<file path="src/rtl/linear_fade_gain_core_defines.svh">
// ----------------------------------------------------------------------------
// linear fade gain core: assertion macros
// shared property forms for the concurrent checks of the fade gain core
// ----------------------------------------------------------------------------
`ifndef LINEAR_FADE_GAIN_CORE_DEFINES_SVH
`define LINEAR_FADE_GAIN_CORE_DEFINES_SVH

// same-cycle implication, checked outside reset
`define LFG_ASSERT_NOW(lbl, clk, rstn, ante, cons, msg) \
    lbl: assert property (@(posedge clk) disable iff (!rstn) (ante) |-> (cons)) \
        else $error(msg);

// next-cycle implication, checked outside reset
`define LFG_ASSERT_NEXT(lbl, clk, rstn, ante, cons, msg) \
    lbl: assert property (@(posedge clk) disable iff (!rstn) (ante) |=> (cons)) \
        else $error(msg);

`endif

</file>
<file path="src/rtl/lfg_pkg.sv">
// ----------------------------------------------------------------------------
// lfg_pkg
// widths, constants and types of the linear fade gain core
// ----------------------------------------------------------------------------
package lfg_pkg;

    localparam int SAMPLE_BITS  = 24;
    localparam int MAX_CHANNELS = 8;
    localparam int FRAME_BITS   = 16;
    localparam int VOL_BITS     = 19;
    localparam int CCNT_BITS    = 4;
    localparam int CHAN_BITS    = (MAX_CHANNELS > 1) ? $clog2(MAX_CHANNELS) : 1;
    localparam int GAIN_BITS    = 17;

    // frame times volume difference
    localparam int DIFF_BITS    = VOL_BITS + 1;
    localparam int PROD_BITS    = FRAME_BITS + DIFF_BITS + 1;
    localparam int MAG_BITS     = PROD_BITS - 1;

    // radix-4 divider: two quotient bits per step
    localparam int DIV_STEPS    = (MAG_BITS + 1) / 2;
    localparam int DIV_BITS     = 2 * DIV_STEPS;
    localparam int DSTEP_BITS   = (DIV_STEPS > 1) ? $clog2(DIV_STEPS) : 1;
    localparam int SUM_BITS     = DIV_BITS + 2;

    localparam int GAIN_ONE     = 65536;
    localparam int BYPASS_LEVEL = 65530;
    localparam int GAIN_SHIFT   = 16;

    localparam int APB_DATA_BITS = 32;
    localparam int APB_ADDR_BITS = 4;

    localparam logic [VOL_BITS-1:0]   START_VOL_RST = VOL_BITS'(GAIN_ONE);
    localparam logic [VOL_BITS-1:0]   END_VOL_RST   = VOL_BITS'(GAIN_ONE);
    localparam logic [FRAME_BITS-1:0] FRAME_CNT_RST = FRAME_BITS'(1024);
    localparam logic [CCNT_BITS-1:0]  CHAN_CNT_RST  = CCNT_BITS'(2);

    typedef enum logic [1:0] {
        REG_START_VOL,
        REG_END_VOL,
        REG_FRAME_COUNT,
        REG_CHANNEL_COUNT
    } lfg_reg_t;

    typedef enum logic [2:0] {
        ST_IDLE,
        ST_PROD,
        ST_LOAD,
        ST_DIV,
        ST_GAIN,
        ST_SCALE
    } lfg_state_t;

endpackage

</file>
<file path="src/rtl/lfg_div.sv">
// ----------------------------------------------------------------------------
// lfg_div
// iterative unsigned divider, restoring, two quotient bits per cycle
// ----------------------------------------------------------------------------
module lfg_div
    import lfg_pkg::*;
(
    input  logic                  aclk,
    input  logic                  aresetn,
    input  logic                  start,
    input  logic [DIV_BITS-1:0]   dividend,
    input  logic [FRAME_BITS-1:0] divisor,
    output logic                  done,
    output logic [DIV_BITS-1:0]   quotient
);

    logic [FRAME_BITS-1:0] rem_reg, rem_next;
    logic [DIV_BITS-1:0]   quo_reg, quo_next;
    logic [DSTEP_BITS-1:0] cnt_reg, cnt_next;
    logic                  busy_reg, busy_next;
    logic                  done_reg, done_next;

    logic [FRAME_BITS:0]   try1, try2;
    logic [FRAME_BITS-1:0] r1;
    logic                  b1, b2;

    always_ff @(posedge aclk) begin
        if (!aresetn) begin
            busy_reg <= 1'b0;
            done_reg <= 1'b0;
            cnt_reg  <= '0;
        end else begin
            busy_reg <= busy_next;
            done_reg <= done_next;
            cnt_reg  <= cnt_next;
        end
        rem_reg <= rem_next;
        quo_reg <= quo_next;
    end

    always_comb begin
        // first bit of the step
        try1 = {rem_reg, quo_reg[DIV_BITS-1]};
        b1   = (try1 >= {1'b0, divisor});
        r1   = b1 ? FRAME_BITS'(try1 - {1'b0, divisor}) : try1[FRAME_BITS-1:0];
        // second bit of the step
        try2 = {r1, quo_reg[DIV_BITS-2]};
        b2   = (try2 >= {1'b0, divisor});

        rem_next  = rem_reg;
        quo_next  = quo_reg;
        cnt_next  = cnt_reg;
        busy_next = busy_reg;
        done_next = 1'b0;

        if (start) begin
            rem_next  = '0;
            quo_next  = dividend;
            cnt_next  = '0;
            busy_next = 1'b1;
        end else if (busy_reg) begin
            rem_next = b2 ? FRAME_BITS'(try2 - {1'b0, divisor}) : try2[FRAME_BITS-1:0];
            quo_next = {quo_reg[DIV_BITS-3:0], b1, b2};
            cnt_next = DSTEP_BITS'(cnt_reg + 1'b1);
            if (cnt_reg == DSTEP_BITS'(DIV_STEPS - 1)) begin
                busy_next = 1'b0;
                done_next = 1'b1;
            end
        end
    end

    assign done     = done_reg;
    assign quotient = quo_reg;

endmodule

</file>
<file path="src/rtl/linear_fade_gain_core.sv">
// ----------------------------------------------------------------------------
// linear_fade_gain_core
// linear volume fade over an interleaved audio buffer, one sample per word
// ----------------------------------------------------------------------------
//  port group  direction  contents
//  s_axis      in         tdata[23:0] sample_in
//  m_axis      out        tdata[23:0] sample_out, tlast buffer_end
//  apb         in/out     start_volume, end_volume, frame_count, channel_count
//
//  one sample passes from accept to result through the product, divider load,
//  18 divider steps of two bits, gain clamp and the sample multiply.
//  a new sample is taken only after the current one enters the output register.
//  s_tready is high only in idle; a result waiting in the output register
//  does not block the next sample, only the final load of the one after it.
//  aresetn is synchronous: registers to their reset values, counters to zero.
// ----------------------------------------------------------------------------
`include "linear_fade_gain_core_defines.svh"

module linear_fade_gain_core
    import lfg_pkg::*;
(
    input  logic                     aclk,
    input  logic                     aresetn,
    // sample_in [23:0]
    input  logic [23:0]              s_tdata,
    input  logic                     s_tvalid,
    output logic                     s_tready,
    // sample_out [23:0]
    output logic [23:0]              m_tdata,
    output logic                     m_tlast,
    output logic                     m_tvalid,
    input  logic                     m_tready,
    input  logic                     psel,
    input  logic                     penable,
    input  logic                     pwrite,
    input  logic [APB_ADDR_BITS-1:0] paddr,
    input  logic [APB_DATA_BITS-1:0] pwdata,
    output logic [APB_DATA_BITS-1:0] prdata,
    output logic                     pready
);

    // configuration
    logic [VOL_BITS-1:0]   start_vol_reg;
    logic [VOL_BITS-1:0]   end_vol_reg;
    logic [FRAME_BITS-1:0] frame_cnt_reg;
    logic [CCNT_BITS-1:0]  chan_cnt_reg;
    lfg_reg_t              reg_sel;
    logic                  cfg_wr;

    // sequencer and position
    lfg_state_t            state_reg, state_next;
    logic [FRAME_BITS-1:0] frame_pos_reg, frame_pos_next;
    logic [CHAN_BITS-1:0]  chan_pos_reg, chan_pos_next;

    // item in flight
    logic [SAMPLE_BITS-1:0] sample_reg, sample_next;
    logic [FRAME_BITS-1:0]  frame_cap_reg, frame_cap_next;
    logic                   last_reg, last_next;
    logic [DIV_BITS-1:0]    mag_reg, mag_next;
    logic                   neg_reg, neg_next;
    logic [GAIN_BITS-1:0]   gain_reg, gain_next;

    // output register
    logic                   out_valid_reg, out_valid_next;
    logic [SAMPLE_BITS-1:0] out_sample_reg, out_sample_next;
    logic                   out_last_reg, out_last_next;

    logic                   div_start;
    logic                   div_done;
    logic [DIV_BITS-1:0]    quotient;
    logic [FRAME_BITS-1:0]  divisor;

    logic [CCNT_BITS-1:0]   chans;
    logic [FRAME_BITS-1:0]  frames;
    logic                   last_chan, last_frame;
    logic signed [DIFF_BITS-1:0]   diff;
    logic signed [PROD_BITS-1:0]   prod;
    logic [PROD_BITS-1:0]          prod_abs;
    logic signed [SUM_BITS-1:0]    q_signed;
    logic signed [SUM_BITS-1:0]    gain_sum;
    logic signed [SAMPLE_BITS+GAIN_BITS:0] scaled;
    logic                   bypass;
    logic                   out_free;

    // ------------------------------------------------------------------
    // configuration port
    // ------------------------------------------------------------------
    assign pready  = 1'b1;
    assign cfg_wr  = psel && penable && pwrite && pready;
    assign reg_sel = lfg_reg_t'(paddr[3:2]);

    always_ff @(posedge aclk) begin
        if (!aresetn) begin
            start_vol_reg <= START_VOL_RST;
            end_vol_reg   <= END_VOL_RST;
            frame_cnt_reg <= FRAME_CNT_RST;
            chan_cnt_reg  <= CHAN_CNT_RST;
        end else if (cfg_wr) begin
            unique case (reg_sel)
                REG_START_VOL:     start_vol_reg <= pwdata[VOL_BITS-1:0];
                REG_END_VOL:       end_vol_reg   <= pwdata[VOL_BITS-1:0];
                REG_FRAME_COUNT:   frame_cnt_reg <= pwdata[FRAME_BITS-1:0];
                REG_CHANNEL_COUNT: chan_cnt_reg  <= pwdata[CCNT_BITS-1:0];
                default: ;
            endcase
        end
    end

    always_comb begin
        unique case (reg_sel)
            REG_START_VOL:
                prdata = {{(APB_DATA_BITS-VOL_BITS){start_vol_reg[VOL_BITS-1]}},
                          start_vol_reg};
            REG_END_VOL:
                prdata = {{(APB_DATA_BITS-VOL_BITS){end_vol_reg[VOL_BITS-1]}},
                          end_vol_reg};
            REG_FRAME_COUNT:
                prdata = {{(APB_DATA_BITS-FRAME_BITS){1'b0}}, frame_cnt_reg};
            REG_CHANNEL_COUNT:
                prdata = {{(APB_DATA_BITS-CCNT_BITS){1'b0}}, chan_cnt_reg};
            default:
                prdata = '0;
        endcase
    end

    // ------------------------------------------------------------------
    // shared divider
    // ------------------------------------------------------------------
    // zero frame count keeps the start volume; the quotient is dropped then
    assign divisor = (frame_cnt_reg == '0) ? FRAME_BITS'(1) : frame_cnt_reg;

    lfg_div u_div (
        .aclk     (aclk),
        .aresetn  (aresetn),
        .start    (div_start),
        .dividend (mag_reg),
        .divisor  (divisor),
        .done     (div_done),
        .quotient (quotient)
    );

    // ------------------------------------------------------------------
    // sequencer
    // ------------------------------------------------------------------
    always_ff @(posedge aclk) begin
        if (!aresetn) begin
            state_reg     <= ST_IDLE;
            frame_pos_reg <= '0;
            chan_pos_reg  <= '0;
            out_valid_reg <= 1'b0;
        end else begin
            state_reg     <= state_next;
            frame_pos_reg <= frame_pos_next;
            chan_pos_reg  <= chan_pos_next;
            out_valid_reg <= out_valid_next;
        end
        sample_reg     <= sample_next;
        frame_cap_reg  <= frame_cap_next;
        last_reg       <= last_next;
        mag_reg        <= mag_next;
        neg_reg        <= neg_next;
        gain_reg       <= gain_next;
        out_sample_reg <= out_sample_next;
        out_last_reg   <= out_last_next;
    end

    always_comb begin
        if (chan_cnt_reg == '0) begin
            chans = CCNT_BITS'(1);
        end else if (chan_cnt_reg > CCNT_BITS'(MAX_CHANNELS)) begin
            chans = CCNT_BITS'(MAX_CHANNELS);
        end else begin
            chans = chan_cnt_reg;
        end
        frames     = (frame_cnt_reg == '0) ? FRAME_BITS'(1) : frame_cnt_reg;
        last_chan  = (CCNT_BITS'(chan_pos_reg) + CCNT_BITS'(1)) >= chans;
        last_frame = ({1'b0, frame_pos_reg} + 1'b1) >= {1'b0, frames};

        diff     = DIFF_BITS'($signed(end_vol_reg)) - DIFF_BITS'($signed(start_vol_reg));
        prod     = $signed({1'b0, frame_cap_reg}) * diff;
        prod_abs = prod[PROD_BITS-1] ? PROD_BITS'(-prod) : PROD_BITS'(prod);

        q_signed = neg_reg ? -$signed({2'b00, quotient}) : $signed({2'b00, quotient});
        if (frame_cnt_reg == '0) begin
            q_signed = '0;
        end
        gain_sum = SUM_BITS'($signed(start_vol_reg)) + q_signed;

        scaled   = $signed(sample_reg) * $signed({1'b0, gain_reg});
        bypass   = ($signed(start_vol_reg) >= $signed(VOL_BITS'(BYPASS_LEVEL))) &&
                   ($signed(end_vol_reg)   >= $signed(VOL_BITS'(BYPASS_LEVEL)));
        out_free = !out_valid_reg || m_tready;
    end

    always_comb begin
        state_next      = state_reg;
        frame_pos_next  = frame_pos_reg;
        chan_pos_next   = chan_pos_reg;
        sample_next     = sample_reg;
        frame_cap_next  = frame_cap_reg;
        last_next       = last_reg;
        mag_next        = mag_reg;
        neg_next        = neg_reg;
        gain_next       = gain_reg;
        out_sample_next = out_sample_reg;
        out_last_next   = out_last_reg;
        out_valid_next  = out_valid_reg && !m_tready;
        div_start       = 1'b0;
        s_tready        = 1'b0;

        unique case (state_reg)
            ST_IDLE: begin
                s_tready = 1'b1;
                if (s_tvalid) begin
                    sample_next    = s_tdata;
                    frame_cap_next = frame_pos_reg;
                    last_next      = last_chan && last_frame;
                    if (last_chan) begin
                        chan_pos_next  = '0;
                        frame_pos_next = last_frame ? '0
                                       : FRAME_BITS'(frame_pos_reg + 1'b1);
                    end else begin
                        chan_pos_next = CHAN_BITS'(chan_pos_reg + 1'b1);
                    end
                    state_next = ST_PROD;
                end
            end
            ST_PROD: begin
                mag_next   = DIV_BITS'(prod_abs[MAG_BITS-1:0]);
                neg_next   = prod[PROD_BITS-1];
                state_next = ST_LOAD;
            end
            ST_LOAD: begin
                div_start  = 1'b1;
                state_next = ST_DIV;
            end
            ST_DIV: begin
                if (div_done) begin
                    state_next = ST_GAIN;
                end
            end
            ST_GAIN: begin
                // clamp to [0, 1.0]
                if (gain_sum[SUM_BITS-1]) begin
                    gain_next = '0;
                end else if (gain_sum > $signed(SUM_BITS'(GAIN_ONE))) begin
                    gain_next = GAIN_BITS'(GAIN_ONE);
                end else begin
                    gain_next = gain_sum[GAIN_BITS-1:0];
                end
                state_next = ST_SCALE;
            end
            ST_SCALE: begin
                if (out_free) begin
                    out_sample_next = bypass ? sample_reg
                                    : scaled[GAIN_SHIFT+SAMPLE_BITS-1:GAIN_SHIFT];
                    out_last_next   = last_reg;
                    out_valid_next  = 1'b1;
                    state_next      = ST_IDLE;
                end
            end
            default: begin
                state_next = ST_IDLE;
            end
        endcase
    end

    assign m_tdata  = out_sample_reg;
    assign m_tlast  = out_last_reg;
    assign m_tvalid = out_valid_reg;

    // ------------------------------------------------------------------
    // checks
    // ------------------------------------------------------------------
    `LFG_ASSERT_NEXT(a_busy_after_accept, aclk, aresetn, s_tvalid && s_tready, !s_tready, "input taken while a sample is still in work")
    `LFG_ASSERT_NOW(a_div_done_in_div, aclk, aresetn, div_done, state_reg == ST_DIV, "divider finished outside the divide phase")
    `LFG_ASSERT_NOW(a_gain_clamped, aclk, aresetn, state_reg == ST_SCALE, gain_reg <= GAIN_BITS'(GAIN_ONE), "frame gain above unity")

endmodule
</file>
<file path="config.mk">
export PLATFORM = sky130hd
export DESIGN_NAME = linear_fade_gain_core
export DESIGN_NICKNAME = d
export VERILOG_FILES = /design/src/rtl/lfg_pkg.sv /design/src/rtl/lfg_div.sv /design/src/rtl/linear_fade_gain_core.sv
export VERILOG_INCLUDE_DIRS = /design/src /design/src/rtl
export SDC_FILE = /design/constraint.sdc
export NUM_CORES = 2
export LEC_CHECK = 0
export ABC_AREA = 1
export BUFFER_PORTS_ARGS = -buffer_cell sky130_fd_sc_hd__buf_4
export CORE_MARGIN = 10
export CORE_UTILIZATION = 30
export DETAILED_ROUTE_END_ITERATION = 10
export PLACE_DENSITY = 0.5
export RECOVER_POWER = 100
export SKIP_CTS_REPAIR_TIMING = 1
export SLEW_MARGIN = 5
export SYNTH_ARGS = -nofsm -noshare
export SYNTH_HDL_FRONTEND = slang
export SYNTH_SLANG_ARGS = --single-unit
</file>
<file path="constraint.sdc">
create_clock -name aclk -period 10.2 [get_ports aclk]
set_input_delay 1.02 -clock aclk [delete_from_list [all_inputs] [get_ports aclk]]
set_output_delay 1.02 -clock aclk [all_outputs]
set_load 0.02 [all_outputs]
</file>
==> flow_summary.toml <==
[status]
status = "complete, but fails checks"
violations = "max-capacitance violations, max-slew violations"

[floorplan]
die_w_um = 414.2
fp.dieH_um = 414.2
num_io_pins = 127
die_area_um2 = 171600
start_util_pct = 30.23
core_area_um2 = 154200
std_cell_rows = 144

[logic_synthesis]
synth_area_um2 = 46620
yosysSeqAreaShare_pct = 14.51
netlist_instances = 6327
synth_nets = 7402
synth_top_area_share_pct = 30.31
yosysWarningCount = 0
async_flop_share_pct = 0
ys_ff_latch = 260
synth_ff_type = "edfxtp_1"
netlist_top_cells_area = "fa_1 30%, nand2_1 13%, inv_1 12%"
synth_top_area_cell = "fa_1"
avgSynthCellArea_um2 = 7.369
synth_edf_count = 156
ys_types = 61

[final_layout]
fill_cells = 16801
final_nets = 7416
area_growth_pct = 8.088
drive_gt1_share_pct = 4.588
multi_input_area_um2 = 33160
seqCellArea_um2 = 6766

[sta]
slew_violations = 320
hold_violations = 0
setup_violations = 0
fmax_mhz = 106.1
post-route-min-period_ns = 9.429
tightest_slew_ns = 2.709
rsz0062_at_grt = "false"
fin_hold_ws_ns = 0.4197
finClkSkew_ns = 0.01626
fin_crit_sh_pct = 92.44
setup-tns-final_ns = 0
slew_headroom_pct = -80.61

[routing]
drc = 0
vias = 39456
met2_length_mm = 73.56
dr.first_iter.drc_count = 2375
routed.top_layer = "met4"
routed_wl_mm = 149.3
drt-met1-wl_mm = 63.47
drt-wirelength-per-cell_um = 17.75
drtAntennaViolNets = 0
drt_pass1_iterations = 6
via_per_inst = 4.692
wl_met3_mm = 5.875

[clocking]
cts_tree = "yes"
clock_latency_ns = 0.64
cts-root-buf = "clkbuf_16"
clockBufferDepth = 3
clkSlewWorstSetupHoldPaths_ns = 0.06
htreeDepth = 1
cts_sinks = 260
cts_buffers = 31

[setup_path]
crit_path_top_delay_cell = "fa_1"
rr_endpoint = "mag_reg[3]"
cp.required_ns = 10.56
reg2reg_depth = 41
start_kind = "flip-flop"
cp_slowest_stage_delay_ns = 0.66
rr_startpoint = "start_vol_reg[2]"
arrival_ns = 9.79
r2r_setup_slack_ns = 0.77
path_class = "flip-flop to flip-flop"
cpMostUsedCell = "nand2_1"
cp-end-kind = "flip-flop"
cp_max_fo = 20

[min_path]
holdPathStages = 0
hold_class = "flip-flop to flip-flop"
worstHoldEndpoint = "m_tlast"
hp-start = "last_reg"

[global_routing]
grt.overflow.total = 0
grt_max_degree = 69
grt_pass1_vias = 40754
grt_pass1_wl_mm = 235.6
antenna_found_initial = 0
grtUsageTotal_pct = 17.29

[place]
gp_congestion = 0.8980
hpwl_mm = 122.9
port_buffers = 110

[run]
maxCapViolCount = 9
[kinds of logic (layout without fill, tap and decap cells)]
group / count (synthesis) / in the layout / synth area share, %
fa+ha+maj: 1008 / 1008 / 38.42
flops: 260 / 260 / 14.51
other cells: 1 / 2 / 0.008043
buf+inv: 1747 / 1785 / 14.29
compound gates: 580 / 580 / 6.937
simple gates: 2598 / 2598 / 23.26
xor+xnor: 133 / 133 / 2.579
[layout by cell type, fill, tap and decap left out, types with 19 or more instances in the layout]
cell type	n
a21oi_1	240
fa_1	706
clkbuf_16	32
dfxtp_1	104
edfxtp_1	156
clkbuf_1	85
inv_1	1524
buf_4	75
nor2_1	470
nand2_1	1603
nand2_2	25
nor3_1	66
xor2_1	76
a31oi_1	24
or2_2	38
o21ai_0	214
ha_1	302
nand3_1	216
xnor2_1	52
clkinv_1	19
nand4_1	82
nor2_2	40
[through the flow]
step | cells | cell area (µm²) | util (%) | setup slack [ns]
6_report | 8410 | 50390 | 32.68 | 0.7708
5_1_grt | 8409 | 50390 | 32.67 | 0.09953
4_1_cts | 8409 | 50760 | 32.91 | 0.9241
3_5_place_dp | 8352 | 49690 | 32.22 | 0.9336
3_3_place_gp | 8352 | 49690 | 32.22 | 0.9883
2_1_floorplan | 6327 | 46620 | - | 2.537
[synthesized netlist by cell type (4+ instances only)]
cell type	instances
nand2_1	1597
inv_1	1523
fa_1	706
nor2_1	468
ha_1	302
a21oi_1	240
nand3_1	215
o21ai_0	212
edfxtp_1	156
clkbuf_1	142
dfxtp_1	104
nand4_1	82
xor2_1	76
nor3_1	66
xnor2_1	52
nor2_2	42
or2_2	38
nand2_2	31
a31oi_1	24
o211ai_1	18
o21bai_1	18
buf_2	16
buf_4	16
inv_2	16
buf_1	15
clkinv_1	15
o221ai_1	15
nor4_1	14
nand3b_1	13
nand3_2	10
o21a_1	9
a21o_1	8
a211oi_1	5
a21oi_2	5
nor3_2	5
o22ai_1	5
a21boi_0	4
nor3b_1	4
[layer usage]
layer	global-route usage (%)	up-vias
met2	31.16	907
li1	-	19051
met5	0	-
met3	1.052	242
met1	21.71	19256
met4	6.162	0
[worst max-delay path, delay by kind of cell (launching register included)]
family,cells,cell delay [ns]
buffers and inverters,8,0.94
AOI/OAI and AO/OA,7,1.21
DFF,1,0.49
adders and majority gates,8,3.81
xor gates and xnor gates,1,0.16
and+or+nand+nor,17,2.53
[how the worst max path moves through the flow]
stage / startpoint / to / cells after the start
global placement: start_vol_reg[2] / mag_reg[18] / 37
global route: start_vol_reg[2] / mag_reg[6] / 41
detailed placement: start_vol_reg[10] / mag_reg[18] / 36
finish: start_vol_reg[2] / mag_reg[3] / 41
floorplan: start_vol_reg[18] / mag_reg[20] / 34
CTS: start_vol_reg[10] / mag_reg[14] / 36
[final cells by class]
type,instances,area share [%]
sequential,260,13.43
tap,2044,5.075
multi-input combinational,4320,65.80
inverter,1555,11.58
clock inverter,19,0.4767
timing repair buffer,173,1.976
antenna,1,0.004966
clock buffer,38,1.654
Power is left out: the tool's default activity adds up to more than one toggle a clock period on the data nets, which glitch-free logic cannot reach.
